<file path="src/hw/rtl/rgbcf_pkg.sv">
// Package for the RGB color crossfade block.
// Holds the controller states, the command and status structs and shared constants.
// Depends on nothing; every other file of the block imports it.
`default_nettype none

package rgbcf_pkg;

	localparam int unsigned TIME_W  = 32;
	localparam int unsigned DUR_W   = 16;
	localparam int unsigned COLOR_W = 24;
	localparam int unsigned CHAN_W  = 8;
	localparam int unsigned NUM_W   = DUR_W + CHAN_W;
	localparam int unsigned CFG_IDX_W = 2;

	localparam logic [DUR_W-1:0]   DUR_RESET     = 16'd1000;
	localparam logic [COLOR_W-1:0] COLOR_A_RESET = 24'h00FFFF;
	localparam logic [COLOR_W-1:0] COLOR_B_RESET = 24'hFF00FF;
	localparam logic [COLOR_W-1:0] COLOR_C_RESET = 24'hFFFF00;

	localparam logic [CFG_IDX_W-1:0] REG_FADE_DURATION = 2'd0;
	localparam logic [CFG_IDX_W-1:0] REG_COLOR_A       = 2'd1;
	localparam logic [CFG_IDX_W-1:0] REG_COLOR_B       = 2'd2;
	localparam logic [CFG_IDX_W-1:0] REG_COLOR_C       = 2'd3;

	localparam logic [1:0] SEQ_A = 2'd0;
	localparam logic [1:0] SEQ_B = 2'd1;
	localparam logic [1:0] SEQ_C = 2'd2;

	localparam logic [1:0] CH_RED   = 2'd0;
	localparam logic [1:0] CH_GREEN = 2'd1;
	localparam logic [1:0] CH_BLUE  = 2'd2;

	localparam logic [2:0] LAST_BIT = 3'd7;

	typedef enum logic [2:0] {
		ST_IDLE,
		ST_INIT,
		ST_CALC,
		ST_MUL,
		ST_DIV,
		ST_EMIT
	} state_t;

	typedef struct packed {
		logic       load_in;
		logic       init;
		logic       calc;
		logic       mul;
		logic       div_step;
		logic       div_last;
		logic       emit;
		logic [1:0] ch;
	} cmd_t;

	typedef struct packed {
		logic out_free;
	} status_t;

	function automatic logic [1:0] seq_next(input logic [1:0] idx);
		seq_next = (idx >= SEQ_C) ? SEQ_A : idx + 2'd1;
	endfunction

	function automatic logic [CHAN_W-1:0] chan_byte(input logic [COLOR_W-1:0] color,
		input logic [1:0] ch);
		unique case (ch)
			CH_RED:   chan_byte = color[23:16];
			CH_GREEN: chan_byte = color[15:8];
			default:  chan_byte = color[7:0];
		endcase
	endfunction

endpackage

`default_nettype wire

</file>
<file path="src/hw/rtl/rgbcf_ctrl.sv">
// Controller of the RGB color crossfade block.
// Sequences setup, per-channel multiply and bit-serial divide, and result hand-off.
// Depends on rgbcf_pkg.
`default_nettype none

module rgbcf_ctrl (
	input  wire                clk,
	input  wire                arst_n,
	input  wire                in_valid,
	output logic               in_stall,
	input  rgbcf_pkg::status_t status,
	output rgbcf_pkg::cmd_t    cmd
);
	import rgbcf_pkg::*;

	state_t     state_q, state_d;
	logic [1:0] ch_q, ch_d;
	logic [2:0] bit_q, bit_d;

	always_ff @(posedge clk or negedge arst_n) begin
		if (!arst_n) begin
			state_q <= ST_IDLE;
			ch_q    <= CH_RED;
			bit_q   <= '0;
		end else begin
			state_q <= state_d;
			ch_q    <= ch_d;
			bit_q   <= bit_d;
		end
	end

	always_comb begin
		state_d  = state_q;
		ch_d     = ch_q;
		bit_d    = bit_q;
		cmd      = '0;
		cmd.ch   = ch_q;
		in_stall = 1'b1;
		unique case (state_q)
			ST_IDLE: begin
				in_stall = 1'b0;
				if (in_valid) begin
					cmd.load_in = 1'b1;
					state_d     = ST_INIT;
				end
			end
			ST_INIT: begin
				cmd.init = 1'b1;
				state_d  = ST_CALC;
			end
			ST_CALC: begin
				cmd.calc = 1'b1;
				ch_d     = CH_RED;
				state_d  = ST_MUL;
			end
			ST_MUL: begin
				cmd.mul = 1'b1;
				bit_d   = '0;
				state_d = ST_DIV;
			end
			ST_DIV: begin
				cmd.div_step = 1'b1;
				bit_d        = bit_q + 3'd1;
				if (bit_q == LAST_BIT) begin
					cmd.div_last = 1'b1;
					if (ch_q == CH_BLUE) begin
						state_d = ST_EMIT;
					end else begin
						ch_d    = ch_q + 2'd1;
						state_d = ST_MUL;
					end
				end
			end
			ST_EMIT: begin
				if (status.out_free) begin
					cmd.emit = 1'b1;
					state_d  = ST_IDLE;
				end
			end
			default: begin
				state_d = ST_IDLE;
			end
		endcase
	end

endmodule

`default_nettype wire

</file>
<file path="src/hw/rtl/rgbcf_dp.sv">
// Datapath of the RGB color crossfade block.
// Holds configuration, fade state, the channel multiplier, a restoring divider and
// the output register. Depends on rgbcf_pkg.
`default_nettype none

module rgbcf_dp (
	input  wire                                  clk,
	input  wire                                  arst_n,
	input  wire                                  cfg_wr_en,
	input  wire  [rgbcf_pkg::CFG_IDX_W-1:0]      cfg_index,
	input  wire  [rgbcf_pkg::COLOR_W-1:0]        cfg_data,
	input  wire  [rgbcf_pkg::TIME_W-1:0]         now_time,
	output logic                                 out_valid,
	input  wire                                  out_stall,
	output logic [rgbcf_pkg::CHAN_W-1:0]         red,
	output logic [rgbcf_pkg::CHAN_W-1:0]         green,
	output logic [rgbcf_pkg::CHAN_W-1:0]         blue,
	output logic                                 fade_done,
	input  rgbcf_pkg::cmd_t                      cmd,
	output rgbcf_pkg::status_t                   status
);
	import rgbcf_pkg::*;

	logic [DUR_W-1:0]   dur_q;
	logic [COLOR_W-1:0] color_a_q, color_b_q, color_c_q;

	logic               started_q;
	logic [1:0]         seq_q;
	logic [COLOR_W-1:0] from_q, to_q;
	logic [TIME_W-1:0]  start_q;

	logic [TIME_W-1:0]  now_q;
	logic [DUR_W-1:0]   e_q;
	logic               done_q;
	logic [DUR_W-1:0]   rem_q;
	logic [CHAN_W-1:0]  low_q;
	logic [CHAN_W-1:0]  quo_q;
	logic [CHAN_W-1:0]  red_q, green_q, blue_q;

	logic [DUR_W-1:0]   d_eff;
	logic [TIME_W-1:0]  elapsed;
	logic               reached;
	logic [NUM_W-1:0]   num;
	logic [DUR_W:0]     trial;
	logic               ge;
	logic [CHAN_W-1:0]  quo_next;
	logic [1:0]         seq_adv;

	function automatic logic [COLOR_W-1:0] seq_color(input logic [1:0] idx,
		input logic [COLOR_W-1:0] ca, input logic [COLOR_W-1:0] cb,
		input logic [COLOR_W-1:0] cc);
		unique case (idx)
			SEQ_A:   seq_color = ca;
			SEQ_B:   seq_color = cb;
			default: seq_color = cc;
		endcase
	endfunction

	assign d_eff   = (dur_q == '0) ? DUR_W'(1) : dur_q;
	assign elapsed = now_q - start_q;
	assign reached = elapsed >= TIME_W'(d_eff);
	assign num     = NUM_W'(chan_byte(from_q, cmd.ch) * (d_eff - e_q))
	               + NUM_W'(chan_byte(to_q, cmd.ch) * e_q);
	assign trial    = {rem_q, low_q[CHAN_W-1]};
	assign ge       = trial >= {1'b0, d_eff};
	assign quo_next = {quo_q[CHAN_W-2:0], ge};
	assign seq_adv  = seq_next(seq_q);
	assign status.out_free = !out_valid || !out_stall;

	always_ff @(posedge clk or negedge arst_n) begin
		if (!arst_n) begin
			dur_q     <= DUR_RESET;
			color_a_q <= COLOR_A_RESET;
			color_b_q <= COLOR_B_RESET;
			color_c_q <= COLOR_C_RESET;
		end else if (cfg_wr_en) begin
			unique case (cfg_index)
				REG_FADE_DURATION: dur_q     <= cfg_data[DUR_W-1:0];
				REG_COLOR_A:       color_a_q <= cfg_data;
				REG_COLOR_B:       color_b_q <= cfg_data;
				default:           color_c_q <= cfg_data;
			endcase
		end
	end

	always_ff @(posedge clk or negedge arst_n) begin
		if (!arst_n) begin
			started_q <= 1'b0;
			seq_q     <= SEQ_A;
			from_q    <= '0;
			to_q      <= '0;
			start_q   <= '0;
			out_valid <= 1'b0;
		end else begin
			if (cmd.init && !started_q) begin
				started_q <= 1'b1;
				from_q    <= seq_color(seq_q, color_a_q, color_b_q, color_c_q);
				to_q      <= seq_color(seq_adv, color_a_q, color_b_q, color_c_q);
				start_q   <= now_q;
			end
			if (cmd.emit && done_q) begin
				seq_q   <= seq_adv;
				from_q  <= to_q;
				to_q    <= seq_color(seq_next(seq_adv), color_a_q, color_b_q, color_c_q);
				start_q <= now_q;
			end
			if (cmd.emit) begin
				out_valid <= 1'b1;
			end else if (!out_stall) begin
				out_valid <= 1'b0;
			end
		end
	end

	always_ff @(posedge clk) begin
		if (cmd.load_in) begin
			now_q <= now_time;
		end
		if (cmd.calc) begin
			done_q <= reached;
			e_q    <= reached ? d_eff : elapsed[DUR_W-1:0];
		end
		if (cmd.mul) begin
			rem_q <= num[NUM_W-1:CHAN_W];
			low_q <= num[CHAN_W-1:0];
		end else if (cmd.div_step) begin
			rem_q <= ge ? DUR_W'(trial - {1'b0, d_eff}) : trial[DUR_W-1:0];
			low_q <= {low_q[CHAN_W-2:0], 1'b0};
			quo_q <= quo_next;
		end
		if (cmd.div_last) begin
			case (cmd.ch)
				CH_RED:   red_q   <= quo_next;
				CH_GREEN: green_q <= quo_next;
				default:  blue_q  <= quo_next;
			endcase
		end
		if (cmd.emit) begin
			red       <= red_q;
			green     <= green_q;
			blue      <= blue_q;
			fade_done <= done_q;
		end
	end

endmodule

`default_nettype wire

</file>
<file path="src/hw/rtl/rgb_color_crossfade.sv">
// Top level of the RGB color crossfade block.
// Joins the controller and the datapath. Depends on rgbcf_pkg, rgbcf_ctrl, rgbcf_dp.
//
//   channel   direction  handshake              payload
//   input     in         in_valid / in_stall    now_time
//   output    out        out_valid / out_stall  red, green, blue, fade_done
//   config    in         cfg_wr_en              cfg_index, cfg_data
//
// One item passes from acceptance to its result through setup, elapsed time, then
// per channel one multiply step and eight steps of the shared restoring divider.
// The next item is accepted the cycle after the result enters the output register,
// so the block takes no new item while one is in work.
// Reset clears the fade state and loads the default duration and colors.
// A stalled result holds the output register; the controller waits before handing over
// the next one.
`default_nettype none

module rgb_color_crossfade (
	input  wire                                  clk,
	input  wire                                  arst_n,
	input  wire                                  cfg_wr_en,
	input  wire  [rgbcf_pkg::CFG_IDX_W-1:0]      cfg_index,
	input  wire  [rgbcf_pkg::COLOR_W-1:0]        cfg_data,
	input  wire                                  in_valid,
	output logic                                 in_stall,
	input  wire  [rgbcf_pkg::TIME_W-1:0]         now_time,
	output logic                                 out_valid,
	input  wire                                  out_stall,
	output logic [rgbcf_pkg::CHAN_W-1:0]         red,
	output logic [rgbcf_pkg::CHAN_W-1:0]         green,
	output logic [rgbcf_pkg::CHAN_W-1:0]         blue,
	output logic                                 fade_done
);
	import rgbcf_pkg::*;

	cmd_t    cmd;
	status_t status;

	rgbcf_ctrl u_ctrl (
		.clk      (clk),
		.arst_n   (arst_n),
		.in_valid (in_valid),
		.in_stall (in_stall),
		.status   (status),
		.cmd      (cmd)
	);

	rgbcf_dp u_dp (
		.clk       (clk),
		.arst_n    (arst_n),
		.cfg_wr_en (cfg_wr_en),
		.cfg_index (cfg_index),
		.cfg_data  (cfg_data),
		.now_time  (now_time),
		.out_valid (out_valid),
		.out_stall (out_stall),
		.red       (red),
		.green     (green),
		.blue      (blue),
		.fade_done (fade_done),
		.cmd       (cmd),
		.status    (status)
	);

endmodule

`default_nettype wire

</file>
<file path="config.mk">
export PLATFORM = sky130hd
export DESIGN_NAME = rgb_color_crossfade
export DESIGN_NICKNAME = d
export VERILOG_FILES = /design/src/hw/rtl/rgbcf_pkg.sv /design/src/hw/rtl/rgbcf_ctrl.sv /design/src/hw/rtl/rgbcf_dp.sv /design/src/hw/rtl/rgb_color_crossfade.sv
export SDC_FILE = /design/constraint.sdc
export NUM_CORES = 1
export LEC_CHECK = 0
export BUFFER_PORTS_ARGS = -buffer_cell sky130_fd_sc_hd__buf_2
export CAP_MARGIN = 20
export CELL_PAD_IN_SITES_DETAIL_PLACEMENT = 2
export CELL_PAD_IN_SITES_GLOBAL_PLACEMENT = 2
export CORE_UTILIZATION = 40
export DETAILED_ROUTE_END_ITERATION = 16
export PLACE_DENSITY = 0.87
export SETUP_SLACK_MARGIN = 0.05
export SYNTH_ARGS = -nofsm -noshare
export SYNTH_HDL_FRONTEND = slang
export SYNTH_SLANG_ARGS = --single-unit
</file>
<file path="constraint.sdc">
create_clock -name clk -period 10.7 [get_ports clk]
set_input_delay 2.14 -clock clk [delete_from_list [all_inputs] [get_ports clk]]
set_output_delay 2.14 -clock clk [all_outputs]
set_load 0.01 [all_outputs]
</file>
==> results of run 1 <==
[cell usage in the layout, fill, tap and decap left out, types with 8 or more instances in the layout]
master	netlist	routed
dfstp_2	54	54
or3_1	8	8
a22o_1	24	24
mux2i_1	44	44
a21o_1	34	34
buf_4	3	27
nand4_1	15	15
mux2_2	106	106
mux2_4	9	9
o21ai_0	108	108
a22oi_1	33	33
nor2b_1	23	22
buf_2	2	88
nor3_1	29	29
clkbuf_16	0	39
o211ai_1	10	10
fa_1	231	231
nor4_1	8	8
edfxtp_1	129	129
nand2b_1	26	26
xor2_1	26	26
nand2_1	287	286
inv_1	386	386
and3_1	9	9
clkbuf_1	96	12
a222oi_1	11	11
nor2_1	176	173
o21a_1	18	18
or2_2	11	11
o221a_2	24	24
nand3_1	19	18
a211oi_1	12	12
a21oi_1	115	114
ha_1	145	145
dfrtp_1	126	124
o22ai_1	11	11
xnor2_1	53	53
and2_1	23	23
[flip-flops by register name, summed over array words and instances (netlist names), 16 cells and up]
name and flops:
u_dp.color_a_q 24, u_dp.color_b_q 24, u_dp.color_c_q 24, u_dp.dur_q 16, u_dp.e_q 16, u_dp.from_q 24
u_dp.now_q 32, u_dp.rem_q 16, u_dp.start_q 32, u_dp.to_q 24
[cell usage after synthesis (all sizes together) (53+ instances only)]
| master | instances | share of area [%] |
|---|---|---|
| clkbuf | 96 | 1.4 |
| nor2 | 176 | 2.6 |
| xnor2 | 53 | 1.8 |
| nand2 | 287 | 4.3 |
| a21oi | 116 | 2.3 |
| inv | 386 | 5.7 |
| edfxtp | 129 | 15 |
| o21ai | 109 | 2.2 |
| dfstp | 54 | 5.6 |
| ha | 145 | 7.2 |
| mux2 | 115 | 5.3 |
| dfrtp | 126 | 12 |
| fa | 231 | 18 |
[metal layers]
layer  up-vias  share of wire, %
met3       197               4.9
li1       8558                 -
met2       637                52
met5         -                 0
met1     10648                39
met4         0               4.1
[how the worst max path moves through the flow]
stage | startpoint | endpoint | slack [ns] | cells after the start
after detailed placement | u_dp.dur_q[14] | u_dp.rem_q[15] | 0.77 | 31
after CTS | u_dp.dur_q[15] | u_dp.rem_q[15] | 0.62 | 31
after global routing | u_dp.dur_q[12] | u_dp.rem_q[15] | 0.23 | 34
final | u_dp.dur_q[14] | u_dp.rem_q[15] | 0.66 | 34
after global placement | u_dp.dur_q[15] | u_dp.rem_q[15] | 1.31 | 34
after floorplan | u_dp.dur_q[12] | u_dp.rem_q[13] | 2.29 | 33
[logic make-up after synthesis]
kind of cell,Yosys count,share of synthesized area [%]
AO/OA/AOI/OAI,461,12.4
XOR/XNOR,79,2.74
flip-flops,309,33.5
buffers and inverters,496,7.47
multiplexers,159,7.01
adder cells (fa/ha/maj),376,25.5
AND/OR/NAND/NOR,649,11.4
[area by class of cell]
type	count	area (sq um)
fill	6501	34300
multi-input combinational	1724	14900
sequential	309	8450
inverter	386	1450
clock buffer	54	1060
tap	837	1050
timing repair buffer	119	719
clock inverter	15	144
antenna	1	2.50
[through the flow]
stage	std cells	hold WS (ns)	setup WS (ns)	util, %	instance area (sq um)
6_report	3445	0.412	0.662	44.8	27800
5_1_grt	3444	0.431	0.230	44.8	27800
4_1_cts	3440	0.411	0.616	44.7	27700
3_5_place_dp	3371	0.406	0.775	42.7	26500
3_3_place_gp	3371	0.405	1.31	42.7	26500
2_1_floorplan	2529	0.400	2.29	-	25200
==> impl_metrics.csv, run 1 <==
group,metric,value,unit
status,outcome,"finished, final reports clean",
clock_network,cts_root_buf,"clkbuf_16",
timing,finalSetupViolCount,0,
timing,period_share,93.8,%
clock_network,clk_pin_slew,0.06,ns
drt,vias,20040,
synthesis,syn_area,25200,sq um
setup_path,reg2reg_to,"u_dp.rem_q[15]",
timing,hold_viol_final,0,
grt,grt.busiest_layer,"met2",
setup_path,timing.critical_path.mode_cell,"fa_1",
run,cap_viol_max_count,0,
floorplanning,die_w,253,um
grt,use_met2,52.8,%
synthesis,ys_warn_count,0,
synthesis,ys.flop_type,"edfxtp_1",
placed_design,dp_hpwl,69700,um
grt,antenna_found_initial,1,
synthesis,async_reset_ff_share,58.3,%
placed_design,io_buffers,89,
setup_path,ff2ff_path_depth,34,
setup_path,critPathArrivalTime,10.30,ns
clock_network,htreeDepth,2,
setup_path,slowest_delay,0.54,ns
timing,maxSlewViolCount,0,
min_path,worst_hold_path.num_cells,0,
min_path,holdCritPathClass,"flip-flop to flip-flop",
synthesis,synth_fp_nets,2968,
setup_path,crit_family,"adder cells",
synthesis,synth-seq-cells,309,
synthesis,yosysSeqAreaShare,33.5,%
grt,grt_pass1_vias,23232,
timing,fmax,0.0996,GHz
timing,rsz0062_at_grt,"no",
timing,final.setup.tns,0,ns
setup_path,cp_max_fo,5,
grt,grt_max_degree,88,
synthesis,avgSynthCellArea,9.97,sq um
min_path,min_to,"u_dp.red[5]",
floorplanning,start_util,40.6,%
drt,drtAntennaViolNets,0,
placed_design,place.gp.congestion,0.896,
setup_path,cp_data_required_time,10.96,ns
grt,grt_use_met3,3.75,%
synthesis,synth-edff-count,129,
clock_network,cts_tree,"built",
synthesis,ys_types,73,
timing,tightestPinTransition,1.14,ns
drt,vias_per_cell,5.82,
clock_network,hold_buffers,0,
floorplanning,fp.coreArea,62100,sq um
timing,fin_skew,0.0231,ns
clock_network,clockBufferDepth,3,
setup_path,r2r_slack,0.66,ns
setup_path,crit_slowest_cell,"fa_1",
setup_path,rr_startpoint,"u_dp.dur_q[14]",
finish,final_nets,3017,
clock_network,cts.sinks,309,
drt,routedWlPerCell,26.8,um
grt,grtUsageMet1,34.8,%
timing,post-route-min-period,10.04,ns
timing,max_slew_margin,23.4,%
min_path,hold_start,"u_dp.red_q[5]",
setup_path,worst-path-buf-inv,6,
grt,grt_use_total,29.3,%
grt,grt_pass1_wl,142000,um
setup_path,critPathLaunchType,"flip-flop",
drt,drc_errors,0,
finish,drive_gt1_share,15.3,%
clock_network,clk_latency,0.58,ns
drt,drt_iter0_markers,1304,
setup_path,end_kind,"flip-flop",
clock_network,ctsResizeCount,0,
finish,syn2layout_area_growth,10.2,%
floorplanning,dieArea,64100,sq um
floorplanning,placementRows,91,
clock_network,cts_buffers,38,
clock_network,post-cts-setup-buffers,0,
setup_path,setup.worst_path.class,"flip-flop to flip-flop",
floorplanning,ios,90,
synthesis,netlist_instances,2529,
drt,first_pass_iters,6,
grt,grt_overflow,0,
floorplanning,fp.dieH,253,um
drt,wl,92300,um
Power of run 1 is not shown: default switching activity piles up to over one toggle a cycle in this logic, so the estimate is an artifact.
==> run 2: changes to the inputs <==
--- a/config.mk
+++ b/config.mk
@@ -11,7 +11,7 @@
 export CELL_PAD_IN_SITES_GLOBAL_PLACEMENT = 2
 export CORE_UTILIZATION = 40
 export DETAILED_ROUTE_END_ITERATION = 16
-export PLACE_DENSITY = 0.87
+export PLACE_DENSITY_LB_ADDON = 0.1
 export SETUP_SLACK_MARGIN = 0.05
 export SYNTH_ARGS = -nofsm -noshare
 export SYNTH_HDL_FRONTEND = slang
==> run 2 against run 1 <==
Critical path depth up 1; global-route usage down 2.6 points; sequential share of layout area down 0.078 points; die area unchanged; via count down 4.4%; register-to-register slack better by 0.17 ns; hold slack better by 0.0093 ns; flip-flop and latch count unchanged.
==> impl_metrics.csv, run 2 (synthesis results as in run 1) <==
group,metric,value,unit
status,outcome,"finished, final reports clean",
clock_network,clk_latency,0.57,ns
timing,period_share,92.2,%
floorplanning,ios,90,
finish,drive_gt1_share,15.6,%
placed_design,io_buffers,89,
clock_network,hold_buffers,0,
placed_design,dp_hpwl,64500,um
drt,vias_per_cell,5.55,
timing,fmax,0.101,GHz
clock_network,post-cts-setup-buffers,0,
drt,routedWlPerCell,24.2,um
clock_network,clk_pin_slew,0.06,ns
run,cap_viol_max_count,0,
drt,wl,83600,um
finish,stdcell_area,27900,sq um
setup_path,rr_startpoint,"u_dp.dur_q[15]",
setup_path,timing.critical_path.mode_cell,"fa_1",
timing,max_slew_margin,30.2,%
finish,final_common_cell,"inv_1",
floorplanning,die_w,253,um
finish,final_nets,3026,
floorplanning,start_util,40.6,%
timing,tightestPinTransition,1.05,ns
grt,grt_max_degree,108,
clock_network,cts_root_buf,"clkbuf_16",
setup_path,critPathArrivalTime,10.14,ns
timing,maxSlewViolCount,0,
grt,grt_use_total,26.7,%
timing,final.setup.tns,0,ns
setup_path,cp_max_fo,5,
clock_network,cts_tree,"built",
finish,register_area,8450,sq um
finish,top_regs,"u_dp.now_q (32), u_dp.start_q (32)",
timing,rsz0062_at_grt,"no",
timing,setup_slack,0.836,ns
setup_path,crit_slowest_cell,"nor4_1",
finish,final_cell_mix,"386 x inv_1, 286 x nand2_1, 231 x fa_1",
drt,drt_iter0_markers,997,
timing,hold_viol_final,0,
clock_network,clockBufferDepth,3,
finish,diodes,0,
timing,whs,0.421,ns
floorplanning,fp.coreArea,62100,sq um
placed_design,place.gp.congestion,0.900,
setup_path,end_kind,"flip-flop",
grt,antenna_found_initial,2,
setup_path,slowest_delay,0.61,ns
placed_design,pre_cts_slack,0.847,ns
clock_network,cts_buffers,38,
drt,drc_errors,0,
drt,first_pass_iters,6,
timing,finalSetupViolCount,0,
timing,fin_skew,0.0332,ns
min_path,holdCritPathClass,"flip-flop to flip-flop",
setup_path,critPathLaunchType,"flip-flop",
finish,syn2layout_area_growth,10.5,%
drt,drtAntennaViolNets,0,
floorplanning,dieArea,64100,sq um
timing,post-route-min-period,9.86,ns
grt,grt_pass1_vias,21797,
placed_design,place_area,26600,sq um
floorplanning,fp.dieH,253,um
grt,grt_pass1_wl,130000,um
floorplanning,placementRows,91,
drt,vias,19156,
setup_path,cp_data_required_time,10.98,ns
setup_path,setup.worst_path.class,"flip-flop to flip-flop",
setup_path,cp-startpoint,"u_dp.dur_q[15]",
finish,fillers,6603,
clock_network,htreeDepth,2,
grt,grt_overflow,0,
finish,multi_input_area,14900,sq um
clock_network,ctsResizeCount,0,
min_path,hold_start,"u_dp.green_q[5]",
clock_network,cts.sinks,309,
==> run 2: cell types whose count changed in the layout (fill, tap and decap cells not counted), sizes merged <==
cell	change
buf	+9
bufinv	-1
diode	-1
clkinvlp	+2
clkbuf	+1
clkinv	-1
==> run 2: area by class of cell <==
type | instances | share of cell area, %
Multi-Input combinational cell | 1724 | 53.5
Sequential cell | 309 | 30.3
Inverter | 386 | 5.20
Clock buffer | 55 | 3.82
Tap cell | 837 | 3.76
Timing Repair Buffer | 128 | 2.85
Clock inverter | 15 | 0.521
==> run 2: metrics by stage <==
| stage | instances | util [%] |
|---|---|---|
| 2_1_floorplan | 2529 | - |
| 5_1_grt | 3454 | 44.9 |
| 3_3_place_gp | 3381 | 42.9 |
| 3_5_place_dp | 3381 | 42.9 |
| 4_1_cts | 3451 | 44.8 |
| 6_report | 3454 | 44.9 |
==> run 2: path summary, 6_finish.rpt <==
path	endpoint	slack (ns)	depth (start not counted)
worst max-delay path	u_dp.rem_q[15]	0.84	35
worst min-delay path	u_dp.green[5]	0.42	0
worst max register to register	u_dp.rem_q[15]	0.84	35
worst min register to register	u_dp.green[5]	0.42	0
max in group asynchronous	u_dp.dur_q[9]	7.66	3
min in group asynchronous	u_dp.seq_q[0]	1.70	1
==> run 2: worst max-delay path, delay by kind of cell, from the launching register on <==
kind / cells / cell delay, ns
adder cells (fa/ha/maj): 9 / 4.17
AO/OA/AOI/OAI: 12 / 2.73
AND/OR/NAND/NOR: 5 / 1.07
buffers and inverters: 7 / 0.65
XOR/XNOR: 2 / 0.54
flip-flops: 1 / 0.42
==> run 2: routing by layer <==
layer | GRT usage [%] | vias up | routed length [um]
li1 | - | 8563 | -
met1 | 35.6 | 10177 | 37100
met2 | 46.8 | 337 | 42000
met3 | 3.00 | 77 | 3000
met4 | 5.56 | 2 | 1510
met5 | 0 | - | 17
Power of run 2 is left out for the same reason.
